## src/hw/rtl/hcd_pkg.sv

```systemverilog
// shared types, constants and mod-26 helpers for the 3x3 hill decrypt core
// no dependencies
`default_nettype none

package hcd_pkg;

  localparam int LET_W  = 7;
  localparam int DIG_W  = 5;
  localparam int ROW_W  = 15;
  localparam int IDX_W  = 2;
  localparam int DATA_W = 24;

  localparam logic [LET_W-1:0] ASCII_A = 7'd65;

  // register indexes on the config port
  localparam logic [IDX_W-1:0] REG_KEY_ROW_A = 2'd0;
  localparam logic [IDX_W-1:0] REG_KEY_ROW_B = 2'd1;
  localparam logic [IDX_W-1:0] REG_KEY_ROW_C = 2'd2;

  localparam logic [ROW_W-1:0] KEY_ROW_A_RST = 15'd5681;
  localparam logic [ROW_W-1:0] KEY_ROW_B_RST = 15'd22101;
  localparam logic [ROW_W-1:0] KEY_ROW_C_RST = 15'd19522;

  typedef logic [DIG_W-1:0] digit_t;
  typedef digit_t [2:0] vec_t;
  typedef digit_t [2:0][2:0] mat_t;

  typedef struct packed {
    vec_t c;
    mat_t cof;
    vec_t row0;
  } cof_beat_t;

  typedef struct packed {
    vec_t   c;
    mat_t   cof;
    digit_t det;
  } det_beat_t;

  typedef struct packed {
    vec_t c;
    mat_t inv;
    logic bad;
  } inv_beat_t;

  // x mod 26 for x < 2048: reciprocal multiply never overshoots, one fix-up
  function automatic digit_t md26(input logic [10:0] x);
    logic [19:0] p;
    logic [10:0] r;
    p = 20'(x) * 20'd315;
    r = x - 11'(11'(p[19:13]) * 11'd26);
    if (r >= 11'd26) begin
      r = r - 11'd26;
    end
    return DIG_W'(r);
  endfunction

  // reduce a raw 5-bit key entry into 0..25
  function automatic digit_t red_entry(input logic [DIG_W-1:0] e);
    return (e >= 5'd26) ? 5'(e - 5'd26) : e;
  endfunction

  // inverse mod 26 of a unit; codes that are not units never reach use
  function automatic digit_t inv26(input digit_t d);
    digit_t r;
    unique case (d)
      5'd1:    r = 5'd1;
      5'd3:    r = 5'd9;
      5'd5:    r = 5'd21;
      5'd7:    r = 5'd15;
      5'd9:    r = 5'd3;
      5'd11:   r = 5'd19;
      5'd15:   r = 5'd7;
      5'd17:   r = 5'd23;
      5'd19:   r = 5'd11;
      5'd21:   r = 5'd5;
      5'd23:   r = 5'd17;
      5'd25:   r = 5'd25;
      default: r = 5'd1;
    endcase
    return r;
  endfunction

endpackage

`default_nettype wire

```

## src/hw/rtl/hill_cipher_block_decrypt_core.sv

```systemverilog
// Hill cipher 3x3 mod-26 block decryptor: key registers and four-stage pipeline.
// Uses hcd_pkg, hcd_cof, hcd_det, hcd_inv and hcd_mvmul.
//
// Usage: each in_ beat carries three ciphertext letters (ascii); each out_ beat
// carries the three plaintext letters and, in out_tuser, the key status
// (1 = key not invertible mod 26, letters are then all 'A').
// The key is three 15-bit rows written on cfg_we/cfg_idx/cfg_wdata; index 3
// is ignored. Write the key only while no beat is in flight.
// On its way from in_ to out_ a beat passes four register stages in order:
// cofactors, determinant, inverse, matrix product. Throughput: one beat per
// cycle while out_tready is high; the inverse key is recomputed per beat,
// so no setup time is needed after a key write.
// Each stage holds its beat until the next one frees up, so when out_tready
// is low the pipeline fills and in_tready drops once all four stages hold
// data; nothing is dropped or repeated.
// Reset (rst_n low, synchronous) empties the pipeline and loads the default
// key rows 5681, 22101 and 19522.
`default_nettype none

module hill_cipher_block_decrypt_core (
  input  wire logic                       clk,
  input  wire logic                       rst_n,
  input  wire logic                       in_tvalid,
  output logic                            in_tready,
  // cipher_letter_first [6:0], cipher_letter_second [13:7],
  // cipher_letter_third [20:14], zero pad [23:21]
  input  wire logic [hcd_pkg::DATA_W-1:0] in_tdata,
  output logic                            out_tvalid,
  input  wire logic                       out_tready,
  // plain_letter_first [6:0], plain_letter_second [13:7],
  // plain_letter_third [20:14], zero pad [23:21]
  output logic [hcd_pkg::DATA_W-1:0]      out_tdata,
  // key_status [0]
  output logic [0:0]                      out_tuser,
  input  wire logic                       cfg_we,
  input  wire logic [hcd_pkg::IDX_W-1:0]  cfg_idx,
  input  wire logic [hcd_pkg::ROW_W-1:0]  cfg_wdata
);
  import hcd_pkg::*;

  logic [ROW_W-1:0] row_a_r, row_b_r, row_c_r;
  mat_t             key;

  logic      s1_valid, s1_ready;
  cof_beat_t s1_beat;
  logic      s2_valid, s2_ready;
  det_beat_t s2_beat;
  logic      s3_valid, s3_ready;
  inv_beat_t s3_beat;

  logic [LET_W-1:0] plain_a, plain_b, plain_c;
  logic             status;

  always_ff @(posedge clk) begin
    if (!rst_n) begin
      row_a_r <= KEY_ROW_A_RST;
      row_b_r <= KEY_ROW_B_RST;
      row_c_r <= KEY_ROW_C_RST;
    end else if (cfg_we) begin
      if (cfg_idx == REG_KEY_ROW_A) begin
        row_a_r <= cfg_wdata;
      end
      if (cfg_idx == REG_KEY_ROW_B) begin
        row_b_r <= cfg_wdata;
      end
      if (cfg_idx == REG_KEY_ROW_C) begin
        row_c_r <= cfg_wdata;
      end
    end
  end

  always_comb begin
    for (int k = 0; k < 3; k++) begin
      key[0][k] = red_entry(row_a_r[DIG_W*k +: DIG_W]);
      key[1][k] = red_entry(row_b_r[DIG_W*k +: DIG_W]);
      key[2][k] = red_entry(row_c_r[DIG_W*k +: DIG_W]);
    end
  end

  hcd_cof u_cof (
    .clk      (clk),
    .rst_n    (rst_n),
    .up_valid (in_tvalid),
    .up_ready (in_tready),
    .let_a    (in_tdata[6:0]),
    .let_b    (in_tdata[13:7]),
    .let_c    (in_tdata[20:14]),
    .key      (key),
    .dn_valid (s1_valid),
    .dn_ready (s1_ready),
    .dn_beat  (s1_beat)
  );

  hcd_det u_det (
    .clk      (clk),
    .rst_n    (rst_n),
    .up_valid (s1_valid),
    .up_ready (s1_ready),
    .up_beat  (s1_beat),
    .dn_valid (s2_valid),
    .dn_ready (s2_ready),
    .dn_beat  (s2_beat)
  );

  hcd_inv u_inv (
    .clk      (clk),
    .rst_n    (rst_n),
    .up_valid (s2_valid),
    .up_ready (s2_ready),
    .up_beat  (s2_beat),
    .dn_valid (s3_valid),
    .dn_ready (s3_ready),
    .dn_beat  (s3_beat)
  );

  hcd_mvmul u_mvmul (
    .clk      (clk),
    .rst_n    (rst_n),
    .up_valid (s3_valid),
    .up_ready (s3_ready),
    .up_beat  (s3_beat),
    .dn_valid (out_tvalid),
    .dn_ready (out_tready),
    .plain_a  (plain_a),
    .plain_b  (plain_b),
    .plain_c  (plain_c),
    .status   (status)
  );

  assign out_tdata = {3'b000, plain_c, plain_b, plain_a};
  assign out_tuser = status;

`ifndef SYNTH
  // a bad key always yields all-'A' letters
  a_bad_key_letters: assert property (@(posedge clk) disable iff (!rst_n)
    out_tvalid && out_tuser[0] |->
      out_tdata[6:0] == ASCII_A && out_tdata[13:7] == ASCII_A &&
      out_tdata[20:14] == ASCII_A)
    else $error("bad key beat carries letters other than A");

  // the input only stalls when the output side is holding a beat
  a_stall_source: assert property (@(posedge clk) disable iff (!rst_n)
    !in_tready |-> out_tvalid && !out_tready)
    else $error("input stalled without an output stall");

  // pipeline is empty right after reset
  a_reset_empty: assert property (@(posedge clk)
    !rst_n |=> !out_tvalid)
    else $error("output valid right after reset");

  // a new output beat must have passed through the pipeline stages
  a_min_latency: assert property (@(posedge clk) disable iff (!rst_n)
    $rose(out_tvalid) |-> $past(in_tvalid && in_tready, 4) || $past(s3_valid))
    else $error("output beat appeared without passing the pipeline");
`endif

endmodule

`default_nettype wire

```

## src/hw/rtl/hcd_cof.sv

```systemverilog
// stage 1: letter values and the nine cyclic cofactors of the key, mod 26
// depends on hcd_pkg
`default_nettype none

module hcd_cof (
  input  wire logic                     clk,
  input  wire logic                     rst_n,
  input  wire logic                     up_valid,
  output logic                          up_ready,
  input  wire logic [hcd_pkg::LET_W-1:0] let_a,
  input  wire logic [hcd_pkg::LET_W-1:0] let_b,
  input  wire logic [hcd_pkg::LET_W-1:0] let_c,
  input  wire hcd_pkg::mat_t            key,
  output logic                          dn_valid,
  input  wire logic                     dn_ready,
  output hcd_pkg::cof_beat_t            dn_beat
);
  import hcd_pkg::*;

  logic      v_r;
  cof_beat_t beat_r;
  cof_beat_t beat_nxt;
  logic [9:0] p1, p2;

  always_comb begin
    beat_nxt = '0;
    p1 = '0;
    p2 = '0;
    // (code - 'A') mod 26 == (code + 13) mod 26
    beat_nxt.c[0] = md26(11'(let_a) + 11'd13);
    beat_nxt.c[1] = md26(11'(let_b) + 11'd13);
    beat_nxt.c[2] = md26(11'(let_c) + 11'd13);
    beat_nxt.row0 = key[0];
    for (int r = 0; r < 3; r++) begin
      for (int j = 0; j < 3; j++) begin
        p1 = 10'(key[(r+1)%3][(j+1)%3]) * 10'(key[(r+2)%3][(j+2)%3]);
        p2 = 10'(key[(r+1)%3][(j+2)%3]) * 10'(key[(r+2)%3][(j+1)%3]);
        // bias by 650 keeps the difference non-negative
        beat_nxt.cof[r][j] = md26(11'(p1) + 11'd650 - 11'(p2));
      end
    end
  end

  assign up_ready = ~v_r | dn_ready;

  always_ff @(posedge clk) begin
    if (!rst_n) begin
      v_r <= 1'b0;
    end else if (up_ready) begin
      v_r <= up_valid;
    end
  end

  always_ff @(posedge clk) begin
    if (up_ready && up_valid) begin
      beat_r <= beat_nxt;
    end
  end

  assign dn_valid = v_r;
  assign dn_beat  = beat_r;

endmodule

`default_nettype wire

```

## src/hw/rtl/hcd_det.sv

```systemverilog
// stage 2: determinant mod 26 from row 0 and its cofactors
// depends on hcd_pkg
`default_nettype none

module hcd_det (
  input  wire logic               clk,
  input  wire logic               rst_n,
  input  wire logic               up_valid,
  output logic                    up_ready,
  input  wire hcd_pkg::cof_beat_t up_beat,
  output logic                    dn_valid,
  input  wire logic               dn_ready,
  output hcd_pkg::det_beat_t      dn_beat
);
  import hcd_pkg::*;

  logic      v_r;
  det_beat_t beat_r;
  det_beat_t beat_nxt;
  logic [10:0] sum;

  always_comb begin
    sum = '0;
    for (int j = 0; j < 3; j++) begin
      sum = sum + 11'(10'(up_beat.row0[j]) * 10'(up_beat.cof[0][j]));
    end
    beat_nxt.c   = up_beat.c;
    beat_nxt.cof = up_beat.cof;
    beat_nxt.det = md26(sum);
  end

  assign up_ready = ~v_r | dn_ready;

  always_ff @(posedge clk) begin
    if (!rst_n) begin
      v_r <= 1'b0;
    end else if (up_ready) begin
      v_r <= up_valid;
    end
  end

  always_ff @(posedge clk) begin
    if (up_ready && up_valid) begin
      beat_r <= beat_nxt;
    end
  end

  assign dn_valid = v_r;
  assign dn_beat  = beat_r;

endmodule

`default_nettype wire

```

## src/hw/rtl/hcd_inv.sv

```systemverilog
// stage 3: key check and inverse matrix, adjugate scaled by det^-1 mod 26
// depends on hcd_pkg
`default_nettype none

module hcd_inv (
  input  wire logic               clk,
  input  wire logic               rst_n,
  input  wire logic               up_valid,
  output logic                    up_ready,
  input  wire hcd_pkg::det_beat_t up_beat,
  output logic                    dn_valid,
  input  wire logic               dn_ready,
  output hcd_pkg::inv_beat_t      dn_beat
);
  import hcd_pkg::*;

  logic      v_r;
  inv_beat_t beat_r;
  inv_beat_t beat_nxt;
  digit_t    dinv;

  always_comb begin
    dinv = inv26(up_beat.det);
    beat_nxt.c = up_beat.c;
    // even or a multiple of 13 shares a factor with 26
    beat_nxt.bad = ~up_beat.det[0] | (up_beat.det == 5'd13);
    for (int r = 0; r < 3; r++) begin
      for (int j = 0; j < 3; j++) begin
        // adjugate is the transposed cofactor matrix
        beat_nxt.inv[r][j] = md26(11'(10'(dinv) * 10'(up_beat.cof[j][r])));
      end
    end
  end

  assign up_ready = ~v_r | dn_ready;

  always_ff @(posedge clk) begin
    if (!rst_n) begin
      v_r <= 1'b0;
    end else if (up_ready) begin
      v_r <= up_valid;
    end
  end

  always_ff @(posedge clk) begin
    if (up_ready && up_valid) begin
      beat_r <= beat_nxt;
    end
  end

  assign dn_valid = v_r;
  assign dn_beat  = beat_r;

endmodule

`default_nettype wire

```

## src/hw/rtl/hcd_mvmul.sv

```systemverilog
// stage 4: inverse key times letter vector mod 26, ascii output register
// depends on hcd_pkg
`default_nettype none

module hcd_mvmul (
  input  wire logic                      clk,
  input  wire logic                      rst_n,
  input  wire logic                      up_valid,
  output logic                           up_ready,
  input  wire hcd_pkg::inv_beat_t        up_beat,
  output logic                           dn_valid,
  input  wire logic                      dn_ready,
  output logic [hcd_pkg::LET_W-1:0]      plain_a,
  output logic [hcd_pkg::LET_W-1:0]      plain_b,
  output logic [hcd_pkg::LET_W-1:0]      plain_c,
  output logic                           status
);
  import hcd_pkg::*;

  logic               v_r;
  logic [LET_W-1:0]   let_r   [3];
  logic [LET_W-1:0]   let_nxt [3];
  logic               status_r;
  logic [10:0]        acc;

  always_comb begin
    acc = '0;
    for (int r = 0; r < 3; r++) begin
      acc = '0;
      for (int j = 0; j < 3; j++) begin
        acc = acc + 11'(10'(up_beat.inv[r][j]) * 10'(up_beat.c[j]));
      end
      let_nxt[r] = up_beat.bad ? ASCII_A : ASCII_A + LET_W'(md26(acc));
    end
  end

  assign up_ready = ~v_r | dn_ready;

  always_ff @(posedge clk) begin
    if (!rst_n) begin
      v_r <= 1'b0;
    end else if (up_ready) begin
      v_r <= up_valid;
    end
  end

  always_ff @(posedge clk) begin
    if (up_ready && up_valid) begin
      let_r    <= let_nxt;
      status_r <= up_beat.bad;
    end
  end

  assign dn_valid = v_r;
  assign plain_a  = let_r[0];
  assign plain_b  = let_r[1];
  assign plain_c  = let_r[2];
  assign status   = status_r;

endmodule

`default_nettype wire
```

## config.mk

```make
export PLATFORM = sky130hd
export DESIGN_NAME = hill_cipher_block_decrypt_core
export DESIGN_NICKNAME = d
export VERILOG_FILES = /design/src/hw/rtl/hcd_pkg.sv /design/src/hw/rtl/hill_cipher_block_decrypt_core.sv /design/src/hw/rtl/hcd_cof.sv /design/src/hw/rtl/hcd_det.sv /design/src/hw/rtl/hcd_inv.sv /design/src/hw/rtl/hcd_mvmul.sv
export SDC_FILE = /design/constraint.sdc
export NUM_CORES = 2
export LEC_CHECK = 0
export BUFFER_PORTS_ARGS = -buffer_cell sky130_fd_sc_hd__buf_4
export CAP_MARGIN = 25
export CORE_ASPECT_RATIO = 0.6
export CORE_MARGIN = 1
export CORE_UTILIZATION = 35
export DETAILED_ROUTE_END_ITERATION = 16
export GPL_ROUTABILITY_DRIVEN = 1
export SYNTH_ARGS = -nofsm -noshare
export SYNTH_HDL_FRONTEND = slang
export SYNTH_SLANG_ARGS = --single-unit
```

## constraint.sdc

```tcl
create_clock -name clk -period 15.2 [get_ports clk]
set_input_delay 0.76 -clock clk [delete_from_list [all_inputs] [get_ports clk]]
set_output_delay 0.76 -clock clk [all_outputs]
set_load 0.05 [all_outputs]
```

==> summary.txt <==
Final period util: 93.41%
Final hold viol count: 0
Post-Layout Cell Count: 15130
Crit-path max FO: 15
Max Fclk: 70.43 MHz
GR Overflow Total: 0
Critical Path Sink Type: register
Starting Density: 35.32%
Clock buffer depth: 3
Final setup vio count: 0
Vias: 69090
Register bit total from synthesis: 273
Yosys warning count: 0
Final Wtd Congestion: 0.9546
Nets: 15110
Relative slew slack: 25.67%
Die area: 291800 um^2
Cells taking the most area after synthesis: ha_1, fa_1, inv_1
Clock Sinks: 273
Worst Path Required: 15.71 ns
Worst clock skew: 0.04119 ns
Post-route setup TNS: 0 ns
Worst path most repeated cell: fa_1
Mapped Area: 101400 um^2
Crit start category: register
Sequential area share after synthesis: 7.565%
Routed len/inst: 14.92 um
Pin count of the biggest net entering global routing: 61
Max cap viols: 0
Synthesized instance count: 11090
Tmin final: 14.20 ns
Vias per cell: 4.567
Initial antenna violation count: 6
First-pass GRT wire length: 379.0 mm
Placed wire-length estimate: 197.0 mm
Top cell type's share of synthesized area: 29.42%
Worst-Skew Late Latency: 0.64 ns
Port-buffer cells: 63
H-Tree Depth: 2
Worst setup path category: register to register
Fin util: 37.90%
GRT Total Usage: 15.95%
CTS tree: done
DRC errors left: 0
Pre-CTS WS: 0.9593 ns
RSZ-0062 raised after global routing: no
Combinational family with the most area after synthesis: adder cells
Routed Antenna Nets: 0
Fill cells: 28950
Worst-path clk slew: 0.07 ns
Worst slew pin tran: 1.084 ns
Core Area: 287000 um^2
# rows: 152
HP Class: input pin to register
CTS Buf Count: 36
Iter 0 DRT Violations: 4118
Placed Cells: 15060
Largest area contributor in the netlist: ha_1
DIE HEIGHT: 418.8 um
Multiplexer share of the synthesized area: 0.2494%
Ports: 73
Antenna diodes: 0
Drt total wl: 225.7 mm
Setup WS post-layout: 1.001 ns
FFs w/ async S/R, synth: 0%
Commonest cells in the netlist: inv_1, ha_1, fa_1
EDFF count, synth: 220
Vias in the first global route: 69610
Layout cell share with drive strength beyond 1: 3.121%
Max-slew violations: 0
Layout area overhead: 7.301%
Ys flop type: edfxtp_1
Count of cell types in the netlist: 81
Complex-gate fraction of the synthesized area: 9.093%
Root Buffer: clkbuf_16
Simple-Gate Fraction of Synth Area: 8.010%
Synth Area in Adders: 57.58%
Synth Area per Inst: 9.136 um^2
# hold bufs at CTS: 0
Status: complete, no violations
XOR/XNOR share of the synthesized area: 5.562%
Critical Path AT: 14.70 ns
Drt first pass iters: 6
Chip Width: 696.7 um
Most common cell in the netlist: inv_1
Slowest CP cell: edfxtp_1
Max incr delay on CP: 0.77 ns
[worst paths after layout]
check                         start  depth (start not counted)                 end  slack [ns]
setup / recovery  u_inv.dn_beat[46]                         44  u_mvmul.plain_c[4]        1.00
hold / removal        cfg_wdata[10]                          3         row_c_r[10]        0.40
setup reg to reg  u_inv.dn_beat[46]                         44  u_mvmul.plain_c[4]        1.00
hold reg to reg   u_cof.dn_beat[45]                          0   u_det.dn_beat[35]        0.42
[per-layer routing]
metal  part of all wire (%)  global-route usage [%]  vias up
li1                       -                       -    35240
met1                     57                   26.89    32560
met2                     36                   21.21     1196
met3                    6.3                   2.727       97
met4                   0.65                   1.164        0
met5                      0                       0        -
[worst max-delay path: cells and delay by family (launching register included)]
| family | cells | cell delay, ns |
|---|---|---|
| compound gates | 14 | 3.63 |
| xor+xnor | 2 | 0.42 |
| fa+ha+maj | 17 | 7.32 |
| buf+inv | 3 | 0.18 |
| flops | 1 | 0.77 |
| simple gates | 8 | 1.71 |
[stage by stage]
step | hold slack (ns) | area (um^2)
after floorplan | 0.4003 | 101400
after global placement | 0.4031 | 107400
after detailed placement | 0.4045 | 107400
after CTS | 0.3644 | 108700
after global routing | 0.3840 | 108800
final | 0.3975 | 108800
[cell usage in the layout (no fill, tap or decap), types with 14 or more instances in the layout]
cell,count
o31a_1,24
a41o_1,14
nor2b_1,78
xnor2_1,415
or3_1,33
o31ai_1,27
a21oi_1,481
inv_1,3097
nand2b_1,27
or2_2,28
nor3_1,32
clkbuf_16,37
o21ai_1,18
nor2_1,513
edfxtp_1,220
and3_1,34
a21o_1,229
ha_1,2383
nand2_1,519
dfxtp_1,49
fa_1,1426
and2_1,323
a21boi_0,74
buf_4,222
a31oi_1,14
o211ai_1,43
o21a_1,50
a211oi_1,28
o21bai_1,148
o21ai_0,182
xor2_1,226
nand3_1,44
mux2i_1,23
a2111oi_0,21
[registers in the layout, indices dropped and copies added, names as in the netlist]
signal / cells
u_cof.dn_beat: 75
u_cof.dn_valid: 1
u_mvmul.status: 1
u_inv.dn_valid: 1
u_det.dn_valid: 1
u_inv.dn_beat: 61
row_b_r: 15
u_mvmul.dn_valid: 1
u_inv.dinv: 4
row_a_r: 15
u_mvmul.plain_c: 6
u_det.dn_beat: 65
u_mvmul.plain_b: 6
u_mvmul.plain_a: 6
row_c_r: 15
[timing repair]
action                     4_1_cts  5_1_grt
gates resized for setup          0        0
setup endpoints to repair        0        1
setup buffers                    0        4
[final cells by class]
class                   instances  area (um^2)  share of cell area [%]
multi-input cells            7611        81660                   75.09
inverters                    3108        11670                   10.73
flip-flops and latches        273         7672                   7.054
well taps                    3850         4817                   4.429
repair buffers                225         1697                   1.560
clock buffers                  39        933.4                  0.8582
clock inverters                23        309.0                  0.2842
[kinds of logic after synthesis]
group / Yosys count
compound gates: 1424
xor+xnor: 642
fa+ha+maj: 3809
buf+inv: 3214
flops: 273
mux: 25
other cells: 2
simple gates: 1705
Power is not shown: default switching activity piles up to over one toggle a cycle in this logic, so the estimate is an artifact.
